$ cat src/hw/rtl/vrt_pkg.sv
// ---------------------------------------------------------------------------
// vrt_pkg
// Shared types, codes and constants of the 3-D voxel ray traversal block.
// ---------------------------------------------------------------------------
package vrt_pkg;

  localparam int COORD_BITS_DEF = 16;
  localparam int FRAC_BITS_DEF  = 8;
  localparam int STEP_BITS_DEF  = 10;

  localparam int DIST_W = 24;
  localparam int MSTEP_W = 10;
  localparam logic [DIST_W-1:0]  DIST_MAX     = 24'hFFFFFF;
  localparam logic [MSTEP_W-1:0] STEP_LIM_RST = 10'd256;

  typedef enum logic [2:0] {
    ST_TEST       = 3'd0,
    ST_HIT        = 3'd1,
    ST_BEYOND     = 3'd2,
    ST_STEP_LIMIT = 3'd3,
    ST_ZERO_DIR   = 3'd4,
    ST_COORD_OVF  = 3'd5
  } vrt_status_t;

  typedef enum logic [2:0] {
    FACE_NORTH = 3'd0,
    FACE_SOUTH = 3'd1,
    FACE_EAST  = 3'd2,
    FACE_WEST  = 3'd3,
    FACE_UP    = 3'd4,
    FACE_DOWN  = 3'd5
  } vrt_face_t;

  localparam logic [1:0] AXIS_X = 2'd0;
  localparam logic [1:0] AXIS_Y = 2'd1;
  localparam logic [1:0] AXIS_Z = 2'd2;

  typedef enum logic [2:0] {
    OP_NONE,
    OP_LOAD,
    OP_DIV_START,
    OP_MUL,
    OP_AXIS_WR,
    OP_START_END,
    OP_EVAL,
    OP_VERD_END
  } vrt_op_t;

  typedef struct packed {
    vrt_op_t    op;
    logic [1:0] axis;
  } vrt_cmd_t;

  typedef struct packed {
    logic func;
    logic zero_dir;
    logic origin_ovf;
    logic ray_active;
    logic div_done;
    logic out_free;
  } vrt_sts_t;

  typedef struct packed {
    logic               func;
    logic signed [23:0] origin_x;
    logic signed [23:0] origin_y;
    logic signed [23:0] origin_z;
    logic signed [15:0] dir_x;
    logic signed [15:0] dir_y;
    logic signed [15:0] dir_z;
    logic [23:0]        range_limit;
    logic               voxel_solid;
  } vrt_in_t;

  typedef struct packed {
    logic signed [15:0] voxel_x;
    logic signed [15:0] voxel_y;
    logic signed [15:0] voxel_z;
    logic [2:0]         face;
    logic [2:0]         status;
    logic [23:0]        hit_distance;
    logic [9:0]         tested_cnt;
  } vrt_out_t;

endpackage

$ cat src/hw/rtl/vrt_div.sv
// ---------------------------------------------------------------------------
// vrt_div
// Restoring divider, one quotient bit per cycle, 16-bit divisor.
// ---------------------------------------------------------------------------
module vrt_div #(
  parameter int QW = 24
) (
  input  logic          clk,
  input  logic          rst_n,
  input  logic          start,
  input  logic [QW-1:0] dividend,
  input  logic [15:0]   divisor,
  output logic          busy,
  output logic [QW-1:0] quotient
);

  localparam int CW = $clog2(QW + 1);

  logic          busy_r, busy_nxt;
  logic [CW-1:0] cnt_r, cnt_nxt;
  logic [QW-1:0] q_r, q_nxt;
  logic [15:0]   rem_r, rem_nxt;
  logic [15:0]   dvs_r, dvs_nxt;
  logic [16:0]   trial;

  always_comb begin
    busy_nxt = busy_r;
    cnt_nxt  = cnt_r;
    q_nxt    = q_r;
    rem_nxt  = rem_r;
    dvs_nxt  = dvs_r;
    trial    = {rem_r, q_r[QW-1]};
    if (start) begin
      busy_nxt = 1'b1;
      cnt_nxt  = CW'(QW);
      q_nxt    = dividend;
      rem_nxt  = '0;
      dvs_nxt  = divisor;
    end else if (busy_r) begin
      if (trial >= {1'b0, dvs_r}) begin
        rem_nxt = 16'(trial - {1'b0, dvs_r});
        q_nxt   = {q_r[QW-2:0], 1'b1};
      end else begin
        rem_nxt = trial[15:0];
        q_nxt   = {q_r[QW-2:0], 1'b0};
      end
      cnt_nxt = cnt_r - 1'b1;
      if (cnt_r == CW'(1)) begin
        busy_nxt = 1'b0;
      end
    end
  end

  always_ff @(posedge clk) begin
    if (!rst_n) begin
      busy_r <= 1'b0;
      cnt_r  <= '0;
    end else begin
      busy_r <= busy_nxt;
      cnt_r  <= cnt_nxt;
    end
    q_r   <= q_nxt;
    rem_r <= rem_nxt;
    dvs_r <= dvs_nxt;
  end

  assign busy     = busy_r;
  assign quotient = q_r;

endmodule

$ cat src/hw/rtl/vrt_ctrl.sv
// ---------------------------------------------------------------------------
// vrt_ctrl
// Sequencer: accepts requests, runs ray setup per axis, issues results.
// ---------------------------------------------------------------------------
module vrt_ctrl (
  input  logic              clk,
  input  logic              rst_n,
  input  logic              in_valid,
  output logic              in_stall,
  input  vrt_pkg::vrt_sts_t sts,
  output vrt_pkg::vrt_cmd_t cmd
);

  typedef enum logic [2:0] {
    S_IDLE,
    S_DISPATCH,
    S_DSTART,
    S_DIV,
    S_MUL,
    S_WR,
    S_START_OUT,
    S_VERD_OUT
  } state_t;

  state_t     state_r, state_nxt;
  logic [1:0] axis_r, axis_nxt;

  always_comb begin
    state_nxt = state_r;
    axis_nxt  = axis_r;
    cmd.op    = vrt_pkg::OP_NONE;
    cmd.axis  = axis_r;
    case (state_r)
      S_IDLE: begin
        if (in_valid) begin
          cmd.op    = vrt_pkg::OP_LOAD;
          state_nxt = S_DISPATCH;
        end
      end
      S_DISPATCH: begin
        if (!sts.func) begin
          if (sts.zero_dir || sts.origin_ovf) begin
            state_nxt = S_START_OUT;
          end else begin
            axis_nxt  = vrt_pkg::AXIS_X;
            state_nxt = S_DSTART;
          end
        end else if (!sts.ray_active) begin
          state_nxt = S_IDLE;  // drop verdict with no ray
        end else begin
          cmd.op    = vrt_pkg::OP_EVAL;
          state_nxt = S_VERD_OUT;
        end
      end
      S_DSTART: begin
        cmd.op    = vrt_pkg::OP_DIV_START;
        state_nxt = S_DIV;
      end
      S_DIV: begin
        if (sts.div_done) begin
          state_nxt = S_MUL;
        end
      end
      S_MUL: begin
        cmd.op    = vrt_pkg::OP_MUL;
        state_nxt = S_WR;
      end
      S_WR: begin
        cmd.op = vrt_pkg::OP_AXIS_WR;
        if (axis_r == vrt_pkg::AXIS_Z) begin
          state_nxt = S_START_OUT;
        end else begin
          axis_nxt  = axis_r + 2'd1;
          state_nxt = S_DSTART;
        end
      end
      S_START_OUT: begin
        if (sts.out_free) begin
          cmd.op    = vrt_pkg::OP_START_END;
          state_nxt = S_IDLE;
        end
      end
      S_VERD_OUT: begin
        if (sts.out_free) begin
          cmd.op    = vrt_pkg::OP_VERD_END;
          state_nxt = S_IDLE;
        end
      end
      default: begin
        state_nxt = S_IDLE;
      end
    endcase
  end

  always_ff @(posedge clk) begin
    if (!rst_n) begin
      state_r <= S_IDLE;
      axis_r  <= vrt_pkg::AXIS_X;
    end else begin
      state_r <= state_nxt;
      axis_r  <= axis_nxt;
    end
  end

  assign in_stall = (state_r != S_IDLE);

endmodule

$ cat src/hw/rtl/vrt_datapath.sv
// ---------------------------------------------------------------------------
// vrt_datapath
// Ray state, setup arithmetic, stepping decision and the result register.
// ---------------------------------------------------------------------------
module vrt_datapath #(
  parameter int COORD_BITS = vrt_pkg::COORD_BITS_DEF,
  parameter int FRAC_BITS  = vrt_pkg::FRAC_BITS_DEF,
  parameter int STEP_BITS  = vrt_pkg::STEP_BITS_DEF
) (
  input  logic              clk,
  input  logic              rst_n,
  input  vrt_pkg::vrt_cmd_t cmd,
  output vrt_pkg::vrt_sts_t sts,
  input  vrt_pkg::vrt_in_t  in_data,
  output logic              out_valid,
  input  logic              out_stall,
  output vrt_pkg::vrt_out_t out_data,
  input  logic              cfg_we,
  input  logic [9:0]        cfg_wdata
);

  localparam int QW = 16 + FRAC_BITS;
  localparam int PW = FRAC_BITS + 25;
  localparam int LW = (STEP_BITS > 10) ? STEP_BITS : 10;
  localparam logic signed [24:0] CMAX = (25'sd1 <<< (COORD_BITS - 1)) - 25'sd1;
  localparam logic signed [24:0] CMIN = -(25'sd1 <<< (COORD_BITS - 1));
  localparam logic [STEP_BITS-1:0] STEP_MAX = {STEP_BITS{1'b1}};

  function automatic logic [15:0] vox16(input logic signed [COORD_BITS-1:0] v);
    logic signed [COORD_BITS+15:0] w;
    w = (COORD_BITS+16)'(v);
    return w[15:0];
  endfunction

  vrt_pkg::vrt_in_t       in_r;
  logic [9:0]             step_lim_r;
  logic                   active_r;
  logic signed [COORD_BITS-1:0] cur_r [3];
  logic [23:0]            nb_r [3];
  logic [23:0]            delta_r [3];
  logic [2:0]             sign_r;
  logic [2:0]             face_r;
  logic [STEP_BITS-1:0]   cnt_r;
  logic [23:0]            travel_r;
  logic [PW-1:0]          prod_r;
  logic [23:0]            dsat_r;
  logic [1:0]             ax_r;
  logic [23:0]            selb_r;
  logic                   out_valid_r;
  vrt_pkg::vrt_out_t      out_r;

  logic signed [23:0]     org [3];
  logic signed [15:0]     dir [3];
  logic signed [24:0]     vox25 [3];
  logic [2:0]             vox_ovf;
  logic [2:0]             dir_pos;
  logic [2:0]             dir_zero;

  always_comb begin
    org[0] = in_r.origin_x;
    org[1] = in_r.origin_y;
    org[2] = in_r.origin_z;
    dir[0] = in_r.dir_x;
    dir[1] = in_r.dir_y;
    dir[2] = in_r.dir_z;
    for (int i = 0; i < 3; i++) begin
      vox25[i]    = 25'(org[i] >>> FRAC_BITS);
      vox_ovf[i]  = (vox25[i] > CMAX) || (vox25[i] < CMIN);
      dir_zero[i] = (dir[i] == 16'sd0);
      dir_pos[i]  = !dir[i][15] && !dir_zero[i];
    end
  end

  // per-axis setup operands
  logic signed [15:0]   dsel;
  logic [15:0]          mag;
  logic [FRAC_BITS-1:0] frac;
  logic [FRAC_BITS:0]   part;
  logic                 div_busy;
  logic [QW-1:0]        quot;
  logic [QW+23:0]       quot_ext;
  logic [23:0]          dsat;
  logic [24:0]          shifted;

  always_comb begin
    dsel     = dir[cmd.axis];
    mag      = dsel[15] ? 16'(-dsel) : 16'(dsel);
    frac     = org[cmd.axis][FRAC_BITS-1:0];
    part     = dir_pos[cmd.axis] ? ({1'b1, {FRAC_BITS{1'b0}}} - {1'b0, frac})
                                 : {1'b0, frac};
    quot_ext = (QW+24)'(quot);
    dsat     = (quot_ext > (QW+24)'(vrt_pkg::DIST_MAX)) ? vrt_pkg::DIST_MAX
                                                       : quot_ext[23:0];
    shifted  = prod_r[PW-1:FRAC_BITS];
  end

  vrt_div #(.QW(QW)) u_div (
    .clk      (clk),
    .rst_n    (rst_n),
    .start    (cmd.op == vrt_pkg::OP_DIV_START),
    .dividend (QW'(1) << (QW - 1)),
    .divisor  (mag),
    .busy     (div_busy),
    .quotient (quot)
  );

  // stepping decision
  logic [1:0]                 ax_sel;
  logic signed [COORD_BITS:0] nv;
  logic                       nv_ovf;
  logic [24:0]                nb_sum;
  logic [LW-1:0]              lim_ms, lim_max, limit;
  logic                       at_limit;
  logic [STEP_BITS+9:0]       cnt_ext;

  always_comb begin
    if (nb_r[0] < nb_r[1] && nb_r[0] < nb_r[2]) begin
      ax_sel = vrt_pkg::AXIS_X;
    end else if (nb_r[1] < nb_r[2]) begin
      ax_sel = vrt_pkg::AXIS_Y;
    end else begin
      ax_sel = vrt_pkg::AXIS_Z;
    end
    if (sign_r[ax_r]) begin
      nv = (COORD_BITS+1)'(cur_r[ax_r]) + (COORD_BITS+1)'(1);
    end else begin
      nv = (COORD_BITS+1)'(cur_r[ax_r]) - (COORD_BITS+1)'(1);
    end
    nv_ovf   = nv[COORD_BITS] != nv[COORD_BITS-1];
    nb_sum   = {1'b0, nb_r[ax_r]} + {1'b0, delta_r[ax_r]};
    lim_ms   = LW'(step_lim_r);
    lim_max  = LW'(STEP_MAX);
    limit    = (lim_ms < lim_max) ? lim_ms : lim_max;
    at_limit = LW'(cnt_r) >= limit;
    cnt_ext  = (STEP_BITS+10)'(cnt_r);
  end

  // result assembly
  vrt_pkg::vrt_out_t out_nxt;
  logic              emit;

  always_comb begin
    emit    = 1'b0;
    out_nxt = '0;
    out_nxt.voxel_x    = vox16(cur_r[0]);
    out_nxt.voxel_y    = vox16(cur_r[1]);
    out_nxt.voxel_z    = vox16(cur_r[2]);
    out_nxt.tested_cnt = cnt_ext[9:0];
    if (cmd.op == vrt_pkg::OP_START_END) begin
      emit = 1'b1;
      out_nxt.voxel_x    = vox25[0][15:0];
      out_nxt.voxel_y    = vox25[1][15:0];
      out_nxt.voxel_z    = vox25[2][15:0];
      out_nxt.tested_cnt = '0;
      if (&dir_zero) begin
        out_nxt.status = vrt_pkg::ST_ZERO_DIR;
      end else if (|vox_ovf) begin
        out_nxt.status = vrt_pkg::ST_COORD_OVF;
      end else begin
        out_nxt.status = vrt_pkg::ST_TEST;
      end
    end else if (cmd.op == vrt_pkg::OP_VERD_END) begin
      emit = 1'b1;
      if (in_r.voxel_solid) begin
        out_nxt.status       = vrt_pkg::ST_HIT;
        out_nxt.face         = face_r;
        out_nxt.hit_distance = selb_r;
      end else if (selb_r > travel_r) begin
        out_nxt.status = vrt_pkg::ST_BEYOND;
      end else if (at_limit) begin
        out_nxt.status = vrt_pkg::ST_STEP_LIMIT;
      end else if (nv_ovf) begin
        out_nxt.status = vrt_pkg::ST_COORD_OVF;
      end else begin
        out_nxt.status = vrt_pkg::ST_TEST;
        case (ax_r)
          vrt_pkg::AXIS_X: begin
            out_nxt.voxel_x = vox16(nv[COORD_BITS-1:0]);
            out_nxt.face    = sign_r[0] ? vrt_pkg::FACE_WEST : vrt_pkg::FACE_EAST;
          end
          vrt_pkg::AXIS_Y: begin
            out_nxt.voxel_y = vox16(nv[COORD_BITS-1:0]);
            out_nxt.face    = sign_r[1] ? vrt_pkg::FACE_DOWN : vrt_pkg::FACE_UP;
          end
          default: begin
            out_nxt.voxel_z = vox16(nv[COORD_BITS-1:0]);
            out_nxt.face    = sign_r[2] ? vrt_pkg::FACE_NORTH : vrt_pkg::FACE_SOUTH;
          end
        endcase
      end
    end
  end

  always_ff @(posedge clk) begin
    if (!rst_n) begin
      step_lim_r  <= vrt_pkg::STEP_LIM_RST;
      active_r    <= 1'b0;
      out_valid_r <= 1'b0;
      face_r      <= vrt_pkg::FACE_NORTH;
      cnt_r       <= '0;
      travel_r    <= '0;
      sign_r      <= '0;
      for (int i = 0; i < 3; i++) begin
        cur_r[i]   <= '0;
        nb_r[i]    <= '0;
        delta_r[i] <= '0;
      end
    end else begin
      if (cfg_we) begin
        step_lim_r <= cfg_wdata;
      end
      if (emit) begin
        out_valid_r <= 1'b1;
      end else if (!out_stall) begin
        out_valid_r <= 1'b0;
      end
      case (cmd.op)
        vrt_pkg::OP_LOAD: begin
          if (!in_data.func) begin
            active_r <= 1'b0;
            cnt_r    <= '0;
            face_r   <= vrt_pkg::FACE_NORTH;
            travel_r <= in_data.range_limit;
          end
        end
        vrt_pkg::OP_AXIS_WR: begin
          if (dir_zero[cmd.axis]) begin
            delta_r[cmd.axis] <= vrt_pkg::DIST_MAX;
            nb_r[cmd.axis]    <= vrt_pkg::DIST_MAX;
          end else begin
            delta_r[cmd.axis] <= dsat_r;
            nb_r[cmd.axis]    <= shifted[24] ? vrt_pkg::DIST_MAX : shifted[23:0];
          end
        end
        vrt_pkg::OP_START_END: begin
          if (!(&dir_zero) && !(|vox_ovf)) begin
            active_r <= 1'b1;
            sign_r   <= dir_pos;
            for (int i = 0; i < 3; i++) begin
              cur_r[i] <= vox25[i][COORD_BITS-1:0];
            end
          end
        end
        vrt_pkg::OP_EVAL: begin
          if (cnt_r != STEP_MAX) begin
            cnt_r <= cnt_r + 1'b1;
          end
        end
        vrt_pkg::OP_VERD_END: begin
          if (in_r.voxel_solid || selb_r > travel_r || at_limit || nv_ovf) begin
            active_r <= 1'b0;
          end else begin
            cur_r[ax_r] <= nv[COORD_BITS-1:0];
            nb_r[ax_r]  <= nb_sum[24] ? vrt_pkg::DIST_MAX : nb_sum[23:0];
            face_r      <= out_nxt.face;
          end
        end
        default: begin
        end
      endcase
    end
    if (cmd.op == vrt_pkg::OP_LOAD) begin
      in_r <= in_data;
    end
    if (cmd.op == vrt_pkg::OP_MUL) begin
      prod_r <= PW'(part) * PW'(dsat);
      dsat_r <= dsat;
    end
    if (cmd.op == vrt_pkg::OP_EVAL) begin
      ax_r   <= ax_sel;
      selb_r <= nb_r[ax_sel];
    end
    if (emit) begin
      out_r <= out_nxt;
    end
  end

  always_comb begin
    sts.func       = in_r.func;
    sts.zero_dir   = &dir_zero;
    sts.origin_ovf = |vox_ovf;
    sts.ray_active = active_r;
    sts.div_done   = !div_busy;
    sts.out_free   = !out_valid_r || !out_stall;
  end

  assign out_valid = out_valid_r;
  assign out_data  = out_r;

endmodule

$ cat src/hw/rtl/voxel_ray_traversal.sv
// ---------------------------------------------------------------------------
// voxel_ray_traversal
// 3-D DDA voxel stepper: ray setup with reciprocal deltas, then one step
// per verdict request.
//
//   channel  direction  handshake           payload
//   in_      input      in_valid/in_stall    vrt_pkg::vrt_in_t
//   out_     output     out_valid/out_stall  vrt_pkg::vrt_out_t
//   cfg_     input      cfg_we               step limit (10 bits)
//
// A start request is answered after three passes of the shared
// one-bit-per-cycle reciprocal divider, one per axis; the next request
// is taken only after the answer. A verdict request is evaluated and
// answered before the next is taken; a verdict with no active ray is
// dropped; a start with a zero direction or an out-of-range origin skips
// the divider and is answered directly.
// Reset (rst_n low, synchronous) clears the ray and sets the step limit to 256.
// A new request is taken while the last result still waits in the output
// register; out_stall holds that register and delays the next result and the requests after it.
// ---------------------------------------------------------------------------
module voxel_ray_traversal #(
  parameter int COORD_BITS = vrt_pkg::COORD_BITS_DEF,
  parameter int FRAC_BITS  = vrt_pkg::FRAC_BITS_DEF,
  parameter int STEP_BITS  = vrt_pkg::STEP_BITS_DEF
) (
  input  logic              clk,
  input  logic              rst_n,
  input  logic              in_valid,
  output logic              in_stall,
  input  vrt_pkg::vrt_in_t  in_data,
  output logic              out_valid,
  input  logic              out_stall,
  output vrt_pkg::vrt_out_t out_data,
  input  logic              cfg_we,
  input  logic [9:0]        cfg_wdata
);

  vrt_pkg::vrt_cmd_t cmd;
  vrt_pkg::vrt_sts_t sts;

  vrt_ctrl u_ctrl (
    .clk      (clk),
    .rst_n    (rst_n),
    .in_valid (in_valid),
    .in_stall (in_stall),
    .sts      (sts),
    .cmd      (cmd)
  );

  vrt_datapath #(
    .COORD_BITS (COORD_BITS),
    .FRAC_BITS  (FRAC_BITS),
    .STEP_BITS  (STEP_BITS)
  ) u_dp (
    .clk       (clk),
    .rst_n     (rst_n),
    .cmd       (cmd),
    .sts       (sts),
    .in_data   (in_data),
    .out_valid (out_valid),
    .out_stall (out_stall),
    .out_data  (out_data),
    .cfg_we    (cfg_we),
    .cfg_wdata (cfg_wdata)
  );

endmodule

$ cat config.mk
export PLATFORM = sky130hd
export DESIGN_NAME = voxel_ray_traversal
export DESIGN_NICKNAME = d
export VERILOG_FILES = /design/src/hw/rtl/vrt_pkg.sv /design/src/hw/rtl/vrt_div.sv /design/src/hw/rtl/vrt_ctrl.sv /design/src/hw/rtl/vrt_datapath.sv /design/src/hw/rtl/voxel_ray_traversal.sv
export SDC_FILE = /design/constraint.sdc
export NUM_CORES = 2
export LEC_CHECK = 0
export ABC_CLOCK_PERIOD_IN_PS = 19700
export BUFFER_PORTS_ARGS = -buffer_cell sky130_fd_sc_hd__buf_4
export CAP_MARGIN = 20
export CORE_UTILIZATION = 35
export CTS_CLUSTER_DIAMETER = 60
export DETAILED_ROUTE_END_ITERATION = 10
export GPL_TIMING_DRIVEN = 0
export PLACE_DENSITY = 0.58
export SETUP_SLACK_MARGIN = 0.3
export SYNTH_ARGS = -nofsm -noshare
export SYNTH_HDL_FRONTEND = slang
export SYNTH_SLANG_ARGS = --single-unit
$ cat constraint.sdc
create_clock -name clk -period 19.7 [get_ports clk]
set_clock_uncertainty 0.2 [all_clocks]
set_input_delay 1.97 -clock clk [delete_from_list [all_inputs] [get_ports clk]]
set_output_delay 1.97 -clock clk [all_outputs]
set_load 0.1 [all_outputs]
======== Word level (Yosys, flattened, before mapping) ========
Memories as Yosys holds them, arrays and structs flattened. A register that Yosys moved wholly into a read port is not among the register bits.
Cells that the tools add are included.
cells by class
  shift-type cells ........................ 0
  add/sub/neg operators ................... 9
  bitwise operators ....................... 10
  equal/unequal tests ..................... 31
  reductions and logical operators ........ 51
  multiply operators ...................... 1
  div/mod/pow operators ................... 0
  multiplexer cells ....................... 118
  order comparisons ....................... 16
operator list
  kind                   count
  $mux 24                8
  $mux 16                10
  $mux 51                3
  $mux 48                2
  $mux 78                1
  $lt 24x24->1           3
  $reduce_or 24->1       3
  $mux 3                 20
  $bmux 24 s2            1
  $gt 16x16->1 const B   3
  $logic_not 16->1       3
  $lt 16x16->1 const B   3
  $pmux 3 s7             2
  $mux 1                 39
  $mul 9x24->33          1
  $bmux 16 s2            1
  $mux 10                3
  $add 24x24->25         1
  $eq 3x3->1 const B     8
  $gt 24x24->1           1
  $mux 2                 12
  $pmux 10 s2            1
  $ne 2x2->1 const B     9
  $add 16x2->17 const B  1
  46 further kinds       97
storage, ports and cells
  latch bits .............................. 0
  bits in read-only memories .............. 0
  bits of input ports ..................... 161
  logic and storage cells ................. 273
  memories ................................ 3
  bits in registers ....................... 388
  output and inout port bits .............. 90
  memory bits (writable) .................. 192
memory list
  name          words  bits a word  read ports  clocked after memory_dff  wr ports  line                RTL
  u_dp.delta_r  3      24           1           1                         3         vrt_datapath.sv:40  logic [23:0] delta_r [3];
  u_dp.nb_r     3      24           5           2                         3         vrt_datapath.sv:39  logic [23:0] nb_r [3];
  u_dp.cur_r    3      16           4           1                         3         vrt_datapath.sv:38  logic signed [COORD_BITS-1:0] cur_r [3];

======== Logic depth before layout (Yosys ltp) ========
  depth after elaboration ................. 12
  mapped depth ............................ 31
  depth with buffers taken out ............ 29

======== By module ========
Synthesis repeated with hierarchy kept, for this count alone.
second synthesis, totals
  cells, all modules ...................... 3457
  area, all modules ....................... 39571.7 um^2
modules (own cells, without submodules)
  module        area each (um^2)  times used  seq. area each (um^2)  cells each
  vrt_datapath  35544.1           1           17326.6                3068
  vrt_div       3602.2            1           1641.6                 336
  vrt_ctrl      425.4             1           100.1                  53

======== Worst setup path after synthesis ========
Ideal clock, no wire load.
  path type ............................... input to register
  start point ............................. input in_valid
  end point ............................... register u_dp.in_r, in the netlist u_dp.dir[0] (enable)
  required time ........................... 18.896 ns
  stages .................................. 2
  path buffers ............................ 0
  arrival ................................. 7.070 ns
  library setup time ...................... 0.604 ns
  path slack .............................. 11.826 ns
  cells stage by stage .................... inv_1 nor2_1
on the way
  cells in the longest elaborated chain, start to end .. 3
RTL lines
  element               line                       RTL
  from (decl)           voxel_ray_traversal.sv:28  input logic in_valid,
  $mux 1                vrt_ctrl.sv:35             if (in_valid) begin
  $pmux 3 s7            vrt_ctrl.sv:33             case (state_r)
  $eq 3x1->1            vrt_datapath.sv:262        if (cmd.op == vrt_pkg::OP_LOAD) begin
  to (signal assigned)  vrt_datapath.sv:263        in_r <= in_data;
  to (decl)             vrt_datapath.sv:35         vrt_pkg::vrt_in_t in_r;
Every way passes these cells.
A chain may end at the register's enable or synchronous reset.

======== Worst setup path after layout ========
  start point ............................. register u_ctrl.axis_r[0]
  end point ............................... register u_dp.prod_r[25] (data pin)
on the way
  cells in the longest elaborated chain, start to end .. 7
  elaborated cells between the ends (all ways) .. 9
  those cells by class .................... add/sub: 1; mul: 1; mux: 6; bitwise: 1
RTL lines
  element                                    line                 RTL
  from (decl)                                vrt_ctrl.sv:26       logic [1:0] axis_r, axis_nxt;
  from (signal assigned)                     vrt_ctrl.sv:98       axis_r <= vrt_pkg::AXIS_X;
  from (signal assigned)                     vrt_ctrl.sv:101      axis_r <= axis_nxt;
  $not 2->3 (not written as such)            vrt_datapath.sv:88   frac = org[cmd.axis][FRAC_BITS-1:0];
  $bmux 24 s2                                vrt_datapath.sv:88
  $mux 8 (not written as such) (2 in a row)  vrt_datapath.sv:88
  $sub 9x8->9                                vrt_datapath.sv:89   part = dir_pos[cmd.axis] ? ({1'b1, {FRAC_BITS{1'b0}}} - {1'b0, frac})
  $mux 9 *                                   vrt_datapath.sv:89
  $mul 9x24->33 *                            vrt_datapath.sv:266  prod_r <= PW'(part) * PW'(dsat);
  to (signal assigned)                       vrt_datapath.sv:266
  to (decl)                                  vrt_datapath.sv:45   logic [PW-1:0] prod_r;
Every way passes the cells marked *; elsewhere a longest branch is shown, timed or not. The select of a mux whose other input is x is not followed.

==> flow_summary.ini <==
[critical_path]
crit_path_end_kind = flop
critPathMaxFanout = 10
r2r_end = u_dp.prod_r[25]
cp-start-kind = flop
reg2regPathDepth = 27
crit_start = u_ctrl.axis_r[0]
timing.rr.start = u_ctrl.axis_r[0]
rrSetupSlack_ns = 9.79
worstSetupPathType = reg -> reg
cp-endpoint = u_dp.prod_r[25]
required_ns = 19.87
arrival_ns = 10.08

[final_layout]
area_growth_syn_to_layout_pct = 16.9
final_area_um2 = 45400
mostFrequentLayoutCells = edfxtp_1, inv_1, nor2_1
final_nets = 4310
drive_gt1_share_pct = 13.8
final_util_pct = 41.5
final_common_cell = edfxtp_1

[clock_network]
path_clk_slew_ns = 0.06
root_buffer = clkbuf_16
cts_resized = 0
cts_made_buffers = 73
hold_buffers = 0
clkSinkCount = 662
ctsLongestPathBuffers = 3
cts_tree = built
postCtsSetupBuffers = 0
clk_latency_ns = 0.65
cts_max_level = 3

[detailed_routing]
wirelength_um = 105000
viasPerCell = 5.10
drt_iter0_markers = 2125
dr.pass1.iters = 6
num_vias = 27100
final_antenna_net_count = 0
wl_per_cell_um = 19.8
drcViolationCount = 0

[placement]
hpwl_um = 80700
dpl_cell_area_um2 = 43000
port_buffers = 249
pre_cts_ws_ns = 9.77
place_congestion = 0.911

[power]
p_int_uw = 2990
swShare_pct = 35.3
ir_worst_vdd_mv = 0.0771
clkPwrFrac_pct = 29.3
leakage_uw = 0.0185
p_seq_share_pct = 40.8
comb_power_share_pct = 29.9
switchingPower_uw = 1630
p_per_area_nw_per_um2 = 102

[yosys]
synth_top_area_share_pct = 43.1
ys_types = 77
syn_nets = 3961
ys_ff_latch = 662
synth_edf_count = 557
ys_warn_count = 0
ys.flop_type = edfxtp_1
ys_seq_area_share_pct = 48.5
netlist_top_cells_area = edfxtp_1, fa_1, ha_1
yosysTopAreaCell = edfxtp_1
synthArstFlopShare_pct = 0
syn_inst = 3427
syn_area_per_cell_um2 = 11.3
syn-cell-area_um2 = 38900

[sta]
setup_tns_ns = 0
tightest_slew_ns = 1.20
setup_ws_ns = 9.79
maxSlewHeadroom_pct = 20.1
max_freq_mhz = 101
hold_viol = 0
period_minus_slack_ns = 9.91
maxSlewViolCount = 0
rsz0062_at_grt = false
whs_ns = 0.258
setup-violations-final = 0
finalCritPeriodShare_pct = 50.3

[global_route]
grt_start_max_net_pins = 84
grt_pass1_wl_um = 160000
antenna_found_initial = 2
grt.overflow.total = 0
grt_usage_pct = 18.6
grt_pass1_vias = 27200

[job]
maxCapViolations = 0

[hold_path]
hp-class = reg -> reg

[floorplanning]
core_area_um2 = 109000
rows = 121
chipHeight_um = 335
io-pin-count = 251
die_w_um = 335
dieArea_um2 = 112000
start_util_pct = 35.5

[status]
outcome = finished, final reports clean
## cell usage after synthesis, types with 23 or more instances
library cell    n
a211oi_1       30
a21boi_0       24
a21o_1         67
a21oi_1       136
a22o_1         24
a22oi_1        23
a31oi_1        36
and2_1        163
clkbuf_1      125
dfxtp_1       105
edfxtp_1      557
fa_1          157
ha_1          216
inv_1         349
mux2_2         25
mux2i_1       101
mux4_2         64
nand2_1       308
nand3_1        36
nor2_1        345
nor2b_1        43
nor3_1         32
o21ai_0        94
xnor2_1        56
xor2_1         36
## worst max-delay path, cell delays in order, from the launching register on
cell      delay (ns)
dfxtp_1         0.38
clkbuf_1        0.39
buf_1           0.58
inv_1           0.43
nor3_1          0.27
a22oi_1         0.18
and2_1          0.19
clkbuf_1        0.16
nor4b_1         0.45
buf_2           0.27
clkbuf_1        0.49
nand2_1         0.16
fa_1            0.54
fa_1            0.55
inv_1           0.06
fa_1            0.56
inv_1           0.07
fa_1            0.53
inv_1           0.05
ha_1            0.32
o211ai_1        0.10
or3_1           0.37
o41ai_1         0.93
o41ai_1         0.30
o31ai_1         0.62
o21a_1          0.24
a31oi_1         0.10
xnor2_1         0.14
## routing by layer
metal	routed length (um)	vias up	track usage [%]
met4	2200	0	4.79
met2	48400	849	29.6
li1	-	12700	-
met3	7250	138	3.20
met1	47400	13300	26.2
met5	0	-	0
## power groups by stage
| stage | clock [uW] | sequential, uW | combinational (uW) |
|---|---|---|---|
| 5_1_grt | 1430 | 1900 | 1520 |
| 3_3_place_gp | 0 | 1940 | 1330 |
| 6_report | 1350 | 1880 | 1380 |
| 3_5_place_dp | 0 | 1910 | 1380 |
| 2_1_floorplan | 0 | 2000 | 835 |
| 4_1_cts | 1380 | 1880 | 1390 |
## flip-flops by register name (all words and copies together), names as in the netlist, 5 cells and up, named ones only
| signal | cells |
|---|---|
| u_dp.nb_r | 96 |
| u_dp.dir | 48 |
| u_dp.prod_r | 25 |
| u_dp.u_div.cnt_r | 5 |
| u_dp.lim_ms | 10 |
| u_dp.cur_r | 64 |
| u_dp.selb_r | 24 |
| u_dp.travel_r | 24 |
| u_dp.u_div.quotient | 24 |
| u_dp.dsat_r | 24 |
| u_dp.u_div.rem_r | 16 |
| u_dp.in_r | 73 |
| u_dp.out_data | 88 |
| u_dp.delta_r | 96 |
| u_dp.u_div.dvs_r | 16 |
| u_dp.cnt_r | 10 |
## worst min path at each step
| stage | startpoint | endpoint | slack, ns | cells after the start |
|---|---|---|---|---|
| floorplan | u_dp.u_div.quotient[0] | u_dp.dsat_r[0] | 0.21 | 0 |
| global placement | u_dp.u_div.quotient[6] | u_dp.dsat_r[6] | 0.24 | 0 |
| detailed placement | u_dp.u_div.quotient[9] | u_dp.dsat_r[9] | 0.25 | 0 |
| CTS | u_dp.travel_r[23] | u_dp.travel_r[23] | 0.26 | 2 |
| global route | u_dp.u_div.quotient[14] | u_dp.dsat_r[14] | 0.27 | 0 |
| finish | u_dp.u_div.quotient[10] | u_dp.dsat_r[10] | 0.26 | 0 |
## final cells by class
cell class	count	area (um^2)
fill	10500	64000
clock inverter	33	334
buffer	162	669
tap	1476	1850
clock buffer	101	2000
sequential	662	18800
timing repair buffer	274	2340
multi-input combinational	2251	18100
inverter	352	1330
antenna	2	5.00
## stage by stage
stage	power [uW]	std cells
6_report	4620	5313
5_1_grt	4850	5312
4_1_cts	4640	5308
3_5_place_dp	3290	5174
3_3_place_gp	3270	5152
2_1_floorplan	2840	3427
## logic make-up after synthesis
| group | after synthesis | share of synthesized area [%] |
|---|---|---|
| AO/OA/AOI/OAI | 555 | 9.76 |
| XOR/XNOR | 93 | 2.14 |
| adder cells (fa/ha/maj) | 373 | 15.0 |
| buffers and inverters | 514 | 5.12 |
| flip-flops | 662 | 48.5 |
| multiplexers | 190 | 7.04 |
| AND/OR/NAND/NOR | 1040 | 12.4 |
Power figures use the tool's default switching activity.
